### config.mk
export PLATFORM = sky130hd
export DESIGN_NAME = alt_ctrl
export DESIGN_NICKNAME = d
export VERILOG_FILES = /design/src/rtl/alt_pkg.sv /design/src/rtl/alt_ctrl.sv
export VERILOG_INCLUDE_DIRS = /design/src /design/src/rtl
export SDC_FILE = /design/constraint.sdc
export NUM_CORES = 1
export LEC_CHECK = 0
export ABC_AREA = 1
export BUFFER_PORTS_ARGS = -buffer_cell sky130_fd_sc_hd__buf_4
export CAP_MARGIN = 20
export CORE_UTILIZATION = 55
export DETAILED_ROUTE_END_ITERATION = 16
export PLACE_DENSITY = 0.75
export SYNTH_ARGS = -nofsm -noshare
export SYNTH_HDL_FRONTEND = slang
export SYNTH_SLANG_ARGS = --single-unit
### constraint.sdc
create_clock -name clock -period 6.85 [get_ports clock]
set_input_delay 1.0275 -clock clock [delete_from_list [all_inputs] [get_ports clock]]
set_output_delay 1.0275 -clock clock [all_outputs]
set_load 0.01 [all_outputs]
### src/rtl/assert_macros.svh
// Assertion macros of the tail-drop queue, included by alt_ctrl.
// Define ASSERT_OFF to compile every check away.
`ifndef ASSERT_MACROS_SVH
`define ASSERT_MACROS_SVH
`ifndef ASSERT_OFF
`define ALT_ASSERT(lbl, clk, rst, prop) \
   lbl: assert property (@(posedge clk) disable iff (rst) prop) \
      else $error("check failed");
`define ALT_NEVER(lbl, clk, rst, expr) \
   lbl: assert property (@(posedge clk) disable iff (rst) !(expr)) \
      else $error("forbidden condition seen");
`else
`define ALT_ASSERT(lbl, clk, rst, prop)
`define ALT_NEVER(lbl, clk, rst, expr)
`endif
`endif

### src/rtl/alt_pkg.sv
// Types, codes and constants of the adaptive-limit tail-drop queue.
// No dependencies; imported by alt_ifs, alt_ctrl, the top level and the testbench.
package alt_pkg;

   localparam int DEPTH    = 1024;
   localparam int DESC_W   = 32;
   localparam int PTR_W    = $clog2(DEPTH);
   localparam int CNT_W    = 11;
   localparam int LIM_W    = 11;
   localparam int TICK_W   = 16;
   localparam int OP_W     = 2;
   localparam int STATUS_W = 4;
   localparam int CSR_IDX_W  = 1;
   localparam int CSR_DATA_W = 16;

   localparam logic [LIM_W-1:0] LIMIT_MAX   = LIM_W'(DEPTH);
   localparam logic [LIM_W-1:0] LIMIT_RESET = LIM_W'(1000);
   localparam logic [LIM_W-1:0] LIMIT_STEP  = LIM_W'(10);
   localparam logic [LIM_W-1:0] LIMIT_FLOOR = LIM_W'(20);
   localparam logic [TICK_W-1:0] INTERVAL_RESET = TICK_W'(1000);

   localparam logic [OP_W-1:0] OP_ENQ  = 2'd0;
   localparam logic [OP_W-1:0] OP_DEQ  = 2'd1;
   localparam logic [OP_W-1:0] OP_PEEK = 2'd2;
   localparam logic [OP_W-1:0] OP_TICK = 2'd3;

   localparam logic [STATUS_W-1:0] ST_STORED    = 4'd0;
   localparam logic [STATUS_W-1:0] ST_DROPPED   = 4'd1;
   localparam logic [STATUS_W-1:0] ST_DEQUEUED  = 4'd2;
   localparam logic [STATUS_W-1:0] ST_EMPTY     = 4'd3;
   localparam logic [STATUS_W-1:0] ST_PEEKED    = 4'd4;
   localparam logic [STATUS_W-1:0] ST_TICK      = 4'd5;
   localparam logic [STATUS_W-1:0] ST_LIMIT_UP  = 4'd6;
   localparam logic [STATUS_W-1:0] ST_LIMIT_DN  = 4'd7;
   localparam logic [STATUS_W-1:0] ST_UNCHANGED = 4'd8;

   localparam logic [CSR_IDX_W-1:0] REG_INITIAL_LIMIT  = 1'd0;
   localparam logic [CSR_IDX_W-1:0] REG_INTERVAL_TICKS = 1'd1;

   typedef struct packed {
      logic             wr_en;
      logic [PTR_W-1:0] wr_addr;
      logic             rd_en;
      logic [PTR_W-1:0] rd_addr;
   } mem_cmd_type;

   typedef struct packed {
      logic [STATUS_W-1:0] status;
      logic [CNT_W-1:0]    occupancy;
      logic [LIM_W-1:0]    limit;
      logic                has_head;
   } res_type;

   function automatic logic [LIM_W-1:0] clamp_limit(input logic [LIM_W-1:0] v);
      logic [LIM_W-1:0] r;
      r = v;
      if (v == '0) begin
         r = LIM_W'(1);
      end else if (v > LIMIT_MAX) begin
         r = LIMIT_MAX;
      end
      return r;
   endfunction

   function automatic logic [PTR_W-1:0] next_ptr(input logic [PTR_W-1:0] p);
      logic [PTR_W-1:0] r;
      r = (p == PTR_W'(DEPTH - 1)) ? '0 : p + 1'b1;
      return r;
   endfunction

endpackage

### src/rtl/alt_ctrl.sv
// Queue control: pointers, occupancy, adaptive limit, tick counter, result register.
// Depends on alt_pkg and assert_macros.svh.
`include "assert_macros.svh"
module alt_ctrl (
   input  logic                          clock,
   input  logic                          reset,
   input  logic                          load,
   input  logic [alt_pkg::OP_W-1:0]      op,
   input  logic                          csr_wr,
   input  logic [alt_pkg::CSR_IDX_W-1:0] csr_index,
   input  logic [alt_pkg::CSR_DATA_W-1:0] csr_data,
   output alt_pkg::mem_cmd_type          mem_cmd,
   output alt_pkg::res_type              result
);
   import alt_pkg::*;

   logic [PTR_W-1:0]  head_ff, head_in;
   logic [PTR_W-1:0]  tail_ff, tail_in;
   logic [CNT_W-1:0]  cnt_ff, cnt_in;
   logic [LIM_W-1:0]  limit_ff, limit_in;
   logic [TICK_W-1:0] tick_ff, tick_in;
   logic [TICK_W-1:0] interval_ff, interval_in;
   res_type           result_ff, result_in;

   logic [STATUS_W-1:0] status;
   logic                has_head;
   logic                full;
   logic [LIM_W-1:0]    thr;
   logic [LIM_W:0]      grown;
   logic [LIM_W-1:0]    grown_sat;
   logic [TICK_W-1:0]   tick_inc;
   logic [TICK_W-1:0]   period;

   always_comb begin
      head_in     = head_ff;
      tail_in     = tail_ff;
      cnt_in      = cnt_ff;
      limit_in    = limit_ff;
      tick_in     = tick_ff;
      interval_in = interval_ff;
      status      = ST_TICK;
      has_head    = 1'b0;
      mem_cmd     = '{wr_en: 1'b0, wr_addr: tail_ff, rd_en: load, rd_addr: head_ff};

      full      = (cnt_ff >= CNT_W'(limit_ff)) || (cnt_ff >= CNT_W'(DEPTH));
      thr       = limit_ff >> 1;
      grown     = {1'b0, limit_ff} + {1'b0, LIMIT_STEP};
      grown_sat = (grown > {1'b0, LIMIT_MAX}) ? LIMIT_MAX : grown[LIM_W-1:0];
      tick_inc  = tick_ff + 1'b1;
      period    = (interval_ff == '0) ? TICK_W'(1) : interval_ff;

      if (load) begin
         unique case (op)
            OP_ENQ: begin
               if (full) begin
                  status = ST_DROPPED;
               end else begin
                  status        = ST_STORED;
                  mem_cmd.wr_en = 1'b1;
                  tail_in       = next_ptr(tail_ff);
                  cnt_in        = cnt_ff + 1'b1;
               end
            end
            OP_DEQ: begin
               if (cnt_ff == '0) begin
                  status = ST_EMPTY;
               end else begin
                  status   = ST_DEQUEUED;
                  has_head = 1'b1;
                  head_in  = next_ptr(head_ff);
                  cnt_in   = cnt_ff - 1'b1;
               end
            end
            OP_PEEK: begin
               if (cnt_ff == '0) begin
                  status = ST_EMPTY;
               end else begin
                  status   = ST_PEEKED;
                  has_head = 1'b1;
               end
            end
            OP_TICK: begin
               if (tick_inc >= period) begin
                  tick_in = '0;
                  // grow above half the limit, shrink below a quarter while above the floor
                  if (cnt_ff > CNT_W'(thr)) begin
                     if (grown_sat == limit_ff) begin
                        status = ST_UNCHANGED;
                     end else begin
                        status   = ST_LIMIT_UP;
                        limit_in = grown_sat;
                     end
                  end else if (cnt_ff < CNT_W'(thr >> 1) && limit_ff > LIMIT_FLOOR) begin
                     status   = ST_LIMIT_DN;
                     limit_in = limit_ff - LIMIT_STEP;
                  end else begin
                     status = ST_UNCHANGED;
                  end
               end else begin
                  tick_in = tick_inc;
                  status  = ST_TICK;
               end
            end
            default: begin
               status = ST_TICK;
            end
         endcase
      end

      if (csr_wr) begin
         unique case (csr_index)
            REG_INITIAL_LIMIT:  limit_in    = clamp_limit(csr_data[LIM_W-1:0]);
            REG_INTERVAL_TICKS: interval_in = csr_data[TICK_W-1:0];
            default:            interval_in = interval_ff;
         endcase
      end

      result_in = '{status: status, occupancy: cnt_in, limit: limit_in, has_head: has_head};
   end

   always_ff @(posedge clock) begin
      if (reset) begin
         head_ff     <= '0;
         tail_ff     <= '0;
         cnt_ff      <= '0;
         limit_ff    <= LIMIT_RESET;
         tick_ff     <= '0;
         interval_ff <= INTERVAL_RESET;
      end else begin
         head_ff     <= head_in;
         tail_ff     <= tail_in;
         cnt_ff      <= cnt_in;
         limit_ff    <= limit_in;
         tick_ff     <= tick_in;
         interval_ff <= interval_in;
      end
   end

   always_ff @(posedge clock) begin
      if (load) begin
         result_ff <= result_in;
      end
   end

   assign result = result_ff;

   `ALT_NEVER(a_occ_bound, clock, reset, cnt_ff > CNT_W'(DEPTH))
   `ALT_NEVER(a_limit_range, clock, reset, limit_ff == '0 || limit_ff > LIMIT_MAX)
   `ALT_ASSERT(a_ptr_empty, clock, reset, (cnt_ff == '0) |-> (head_ff == tail_ff))
   `ALT_ASSERT(a_enq_count, clock, reset,
      (load && op == OP_ENQ && cnt_ff < CNT_W'(limit_ff)) |=> (cnt_ff == $past(cnt_ff) + 1'b1))
endmodule

# == Word level (Yosys, flattened, before mapping) ==
# Index checks and enable logic that the tools add are counted.
# word_totals
register_bits,101
latch_bits,0
mem_bits_rw,0
rom_bits,0
in_bits,23
out_inout_bits,49
elab_cells,75
mem_count,0
# classes
n_addsub,7
multipliers,0
div_mod_pow,0
order_cmp,8
eq_ne,6
n_shift,0
muxes,31
bitwise,2
reduce_logical,11
# ops
cell,n
$mux 11,14
$mux 16,2
$logic_not 11->1,2
$pmux 11 s2,1
$add 10x1->10 const B,2
$eq 10x10->1 const B,2
$mux 10,2
$add 16x1->16 const B,1
$ge 16x16->1,1
$logic_not 16->1,1
$mux 4,4
$pmux 4 s4,1
$add 11x4->12 const B,1
$gt 12x11->1 const B,1
$add 11x1->11 const B,1
$eq 11x11->1,1
$ge 11x11->1,1
$ge 11x11->1 const B,1
$gt 11x10->1,1
$gt 11x11->1 const B,1
$gt 11x5->1 const B,1
$lt 11x9->1,1
$sub 11x1->11 const B,1
$sub 11x4->11 const B,1
11 further kinds,20

# == Depth between registers and ports, before layout ==
# logic_depth
word_depth,11
ltp_mapped,22
ltp_nobuf,22

# == Worst setup path before layout ==
# OpenSTA, ideal clock, no wires.
# synth_timing
kind,register to register
from,reg tick_ff[0]
to,"reg result_ff, in the netlist result[5], data pin"
setup_ns,0.251
arrival_time_ns,2.836
required_time_ns,6.599
path_slack_ns,3.763
path_stages_with_launch,21
n_path_buf,1
period_less_slack_ns,3.087
cell_sequence,dfxtp_1 -> ha_1 -> nand2_1 -> nor2_2 -> nand3_1 -> nor3_2 -> nand2_1 -> nor2_2 -> nand3_1 -> xor2_1 -> ha_1 -> nand2_1 -> nor4_2 -> nand3_1 -> nand3_2 -> nand2_1 -> buf_2 -> a21oi_1 -> nand2_1 -> nand2_1 -> inv_1
# synth_via
elab_chain_cells,7
# synth_lines
element,line,source
from (decl),alt_ctrl.sv:21,"logic [TICK_W-1:0] tick_ff, tick_in;"
from (signal assigned),alt_ctrl.sv:134,tick_ff <= tick_in;
$add 16x1->16 *,alt_ctrl.sv:49,tick_inc = tick_ff + 1'b1;
$ge 16x16->1 *,alt_ctrl.sv:83,if (tick_inc >= period) begin
$mux 11 *,alt_ctrl.sv:83,
$mux 11 *,alt_ctrl.sv:53,unique case (op)
$mux 11 *,alt_ctrl.sv:52,if (load) begin
$mux 11,alt_ctrl.sv:111,unique case (csr_index)
$mux 11 *,alt_ctrl.sv:110,if (csr_wr) begin
via limit_in[4],alt_ctrl.sv:20,"logic [LIM_W-1:0] limit_ff, limit_in;"
to (signal assigned),alt_ctrl.sv:141,result_ff <= result_in;
to (decl),alt_ctrl.sv:23,"res_type result_ff, result_in;"
# The timed path passes the listed nets; every way through them passes the cells marked *.
# A chain may end at the register's enable or synchronous reset.

# == Worst setup path after layout ==
# layout_timing
from,reg tick_ff[0]
to,"reg result_ff, in the netlist result[3], data pin"
# Same word-level chain as after synthesis.

==> key figures <==
Run status
  – Status: completed

Power and ir drop
  – Sw power: 0.000483 W
  – Sequential power share: 44.3%
  – Clock power share: 34.8%
  – Switching share of total power: 31.5%
  – Cell-internal power: 0.00105 W
  – LEAKAGE: 3.71 nW
  – Logic pwr share: 20.9%
  – VDD IR-drop max: 0.000172 V
  – PD cells: 192 nW/um^2

Final layout
  – Area growth syn-to-layout: 12.9%
  – Net count, final: 1112
  – Ant. Diodes: 0
  – Layout cells sized above 1: 14.8%

Placed design
  – Dpl hpwl: 12900 um
  – GP Congestion: 0.919
  – IO Port Bufs: 71

Setup path
  – CP Max Fanout: 11
  – WP data required: 6970 ps
  – CP Data Arrival Time: 4000 ps
  – CP Class: flop to flop
  – FF-to-FF setup slack: 2970 ps
  – Critical Path Sink Type: flop
  – Startpoint type of the worst setup path: flop

STA
  – Final setup TNS: 0 ps
  – Final slew viol count: 0
  – Relative slew slack: 40.9%
  – Worst hold slack: 460 ps
  – FMAX: 258 MHz
  – Final setup viols: 0
  – RSZ-0062 raised after global routing: false
  – Actual slew at the worst max-slew pin: 881 ps
  – Final hold vios: 0
  – Clock skew: 5.68 ps
  – Tmin final: 3880 ps
  – Final Cycle Share: 56.7%

Clock network
  – CTS Hold Bufs: 0
  – Longest Clk Path Bufs: 2
  – Num Clock Sinks: 101
  – H-tree levels: 3
  – Clk slew on worst S/H paths: 70 ps
  – CTS tree: built
  – Post_cts resized: 0
  – Post-CTS setup buffers: 0
  – CTS Buf Count: 9
  – Root Buffer: clkbuf_16
  – Clk_lat worst skew: 360 ps

Synth
  – Syn_nets: 1056
  – Library cells used by synthesis: 50
  – Post-synthesis async set-or-reset flop share: 0%
  – Seq/Total Area, Yosys: 32.4%
  – Yosys top cell area share: 20.9%
  – Most used DFF post-synth: dfxtp_1
  – Mapped Area: 7080 um^2
  – Mean post-synth cell area: 7.26 um^2
  – Synth area leader: dfxtp_1
  – EDFF count, synth: 27
  – Synth top area cells: dfxtp_1 21%, nand2_1 13%, edfxtp_1 11%, ha_1 10%, a21oi_1 5.6%
  – Most common library cells after synthesis: 254 x nand2_1, 105 x inv_1, 79 x a21oi_1, 75 x nor2_1, 74 x dfxtp_1
  – Seq cells post-synth: 101
  – Syn. warnings: 0
  – Most common cell in the netlist: nand2_1
  – Mapped Cells: 975

Route
  – TritonRoute pass-1 iters: 5
  – Via-to-Cell Ratio: 5.35
  – Antenna-violating nets left: 0
  – Routed WL: 17100 um
  – Number of remaining DRC errors: 0
  – Initial DRC Count: 461
  – Wire per inst: 14.2 um
  – Via count: 6457

Die
  – Die Wd: 115 um
  – DIE AREA: 13300 um^2
  – Io pins: 72
  – FP Rows: 41
  – Core Area: 12600 um^2
  – Die Height: 115 um
  – Initial core utilization: 56.3%

GRT
  – Overall routing resource usage: 27.4%
  – Vias in the first global route: 6009
  – Gr ovfl total: 0
  – Initial antenna violation count: 0
  – Pin count of the biggest net entering global routing: 38
  – Global-route wire length before repair: 28500 um

Hold path
  – Hold Crit Class: flop to flop

Run
  – Max-cap violations: 0
[cells by family (layout without fill, tap and decap cells)]
family | after synthesis | in the layout | synth area share, %
AND/OR/NAND/NOR | 483 | 483 | 32.3
XOR/XNOR | 35 | 35 | 4.33
adder cells (fa/ha/maj) | 58 | 58 | 10.2
AO/OA/AOI/OAI | 152 | 152 | 12.1
flip-flops | 101 | 101 | 32.4
buffers and inverters | 146 | 207 | 8.64
[final cells by class]
type | instances | area, um^2
Clock inverter | 5 | 48.8
Fill cell | 1138 | 4570
Sequential cell | 101 | 2290
Inverter | 120 | 463
Multi-Input combinational cell | 728 | 4180
Tap cell | 172 | 215
Clock buffer | 11 | 264
Timing Repair Buffer | 71 | 533
[critical path: stages (launching register included)]
cell and delay [ps]:
dfxtp_1 370, ha_1 210, nand2_1 80, nor2_2 110
nand3_1 130, nor3_2 190, nand2_1 130, nor2_2 130
nand3_1 100, xor2_1 240, ha_1 270, nand2_1 110
o21ai_0 100, a21oi_1 180, nand3_2 190, nand2_1 330
clkinv_1 360, nand3_1 210, nand3_2 80, nand2_2 80
inv_1 50
[power by group through the flow]
stage,combinational (W),sequential [W],clock [W]
floorplan,0.000231,0.000687,0
global placement,0.000316,0.000693,0
detailed placement,0.000318,0.000692,0
CTS,0.000321,0.000679,0.000542
global route,0.000364,0.000684,0.000562
finish,0.000321,0.000680,0.000535
[per-stage QoR]
step / power (W) / worst slack (ps) / instance area, um^2 / utilization, % / cells
floorplan: 0.000918 / 3760 / 7080 / - / 975
finish: 0.00154 / 2970 / 7990 / 63.6 / 1208
global route: 0.00161 / 2550 / 7990 / 63.6 / 1208
CTS: 0.00154 / 2970 / 7990 / 63.6 / 1208
detailed placement: 0.00101 / 3010 / 7680 / 61.1 / 1192
global placement: 0.00101 / 3170 / 7680 / 61.1 / 1192
[registers in the layout (all words and copies together), names as in the netlist]
name,flops
cnt_ff,11
head_ff,10
interval_ff,16
limit_ff,11
result,27
tail_ff,10
tick_ff,16
[placed cells by master (no fill, tap or decap), drive strengths merged]
| master | synthesis | layout |
|---|---|---|
| nor2 | 90 | 90 |
| inv | 118 | 121 |
| nor3 | 18 | 18 |
| a41oi | 1 | 1 |
| clkinv | 2 | 4 |
| o21ai | 46 | 46 |
| dfxtp | 74 | 74 |
| xnor2 | 5 | 5 |
| a211oi | 2 | 2 |
| nand3b | 3 | 3 |
| ha | 58 | 58 |
| o21a | 3 | 3 |
| a32oi | 1 | 1 |
| clkbuf | 11 | 11 |
| nand4 | 24 | 24 |
| xor2 | 30 | 30 |
| nand2 | 268 | 268 |
| o41ai | 1 | 1 |
| a22oi | 4 | 4 |
| edfxtp | 27 | 27 |
| a31oi | 1 | 1 |
| o211ai | 12 | 12 |
| or2 | 1 | 1 |
| a21oi | 80 | 80 |
| nor4 | 9 | 9 |
| nand3 | 67 | 67 |
| a311oi | 1 | 1 |
| buf | 15 | 71 |
| nor3b | 3 | 3 |
[layer usage]
metal  vias up  part of all wire, %  GRT usage, %
li1       3342                    -             -
met1      2905                   45          35.0
met2       186                   47          45.5
met3        24                  5.8          6.28
met4         0                  1.8          9.35
met5         -                    0             0
[final timing paths]
| path | from | cells past startpoint | end |
|---|---|---|---|
| worst max-delay path | tick_ff[0] | 20 | result[3] |
| worst min-delay path | head_ff[8] | 2 | head_ff[8] |
| worst max register to register | tick_ff[0] | 20 | result[3] |
| worst min register to register | head_ff[8] | 2 | head_ff[8] |
No activity file was read; power rests on OpenSTA's default activity.
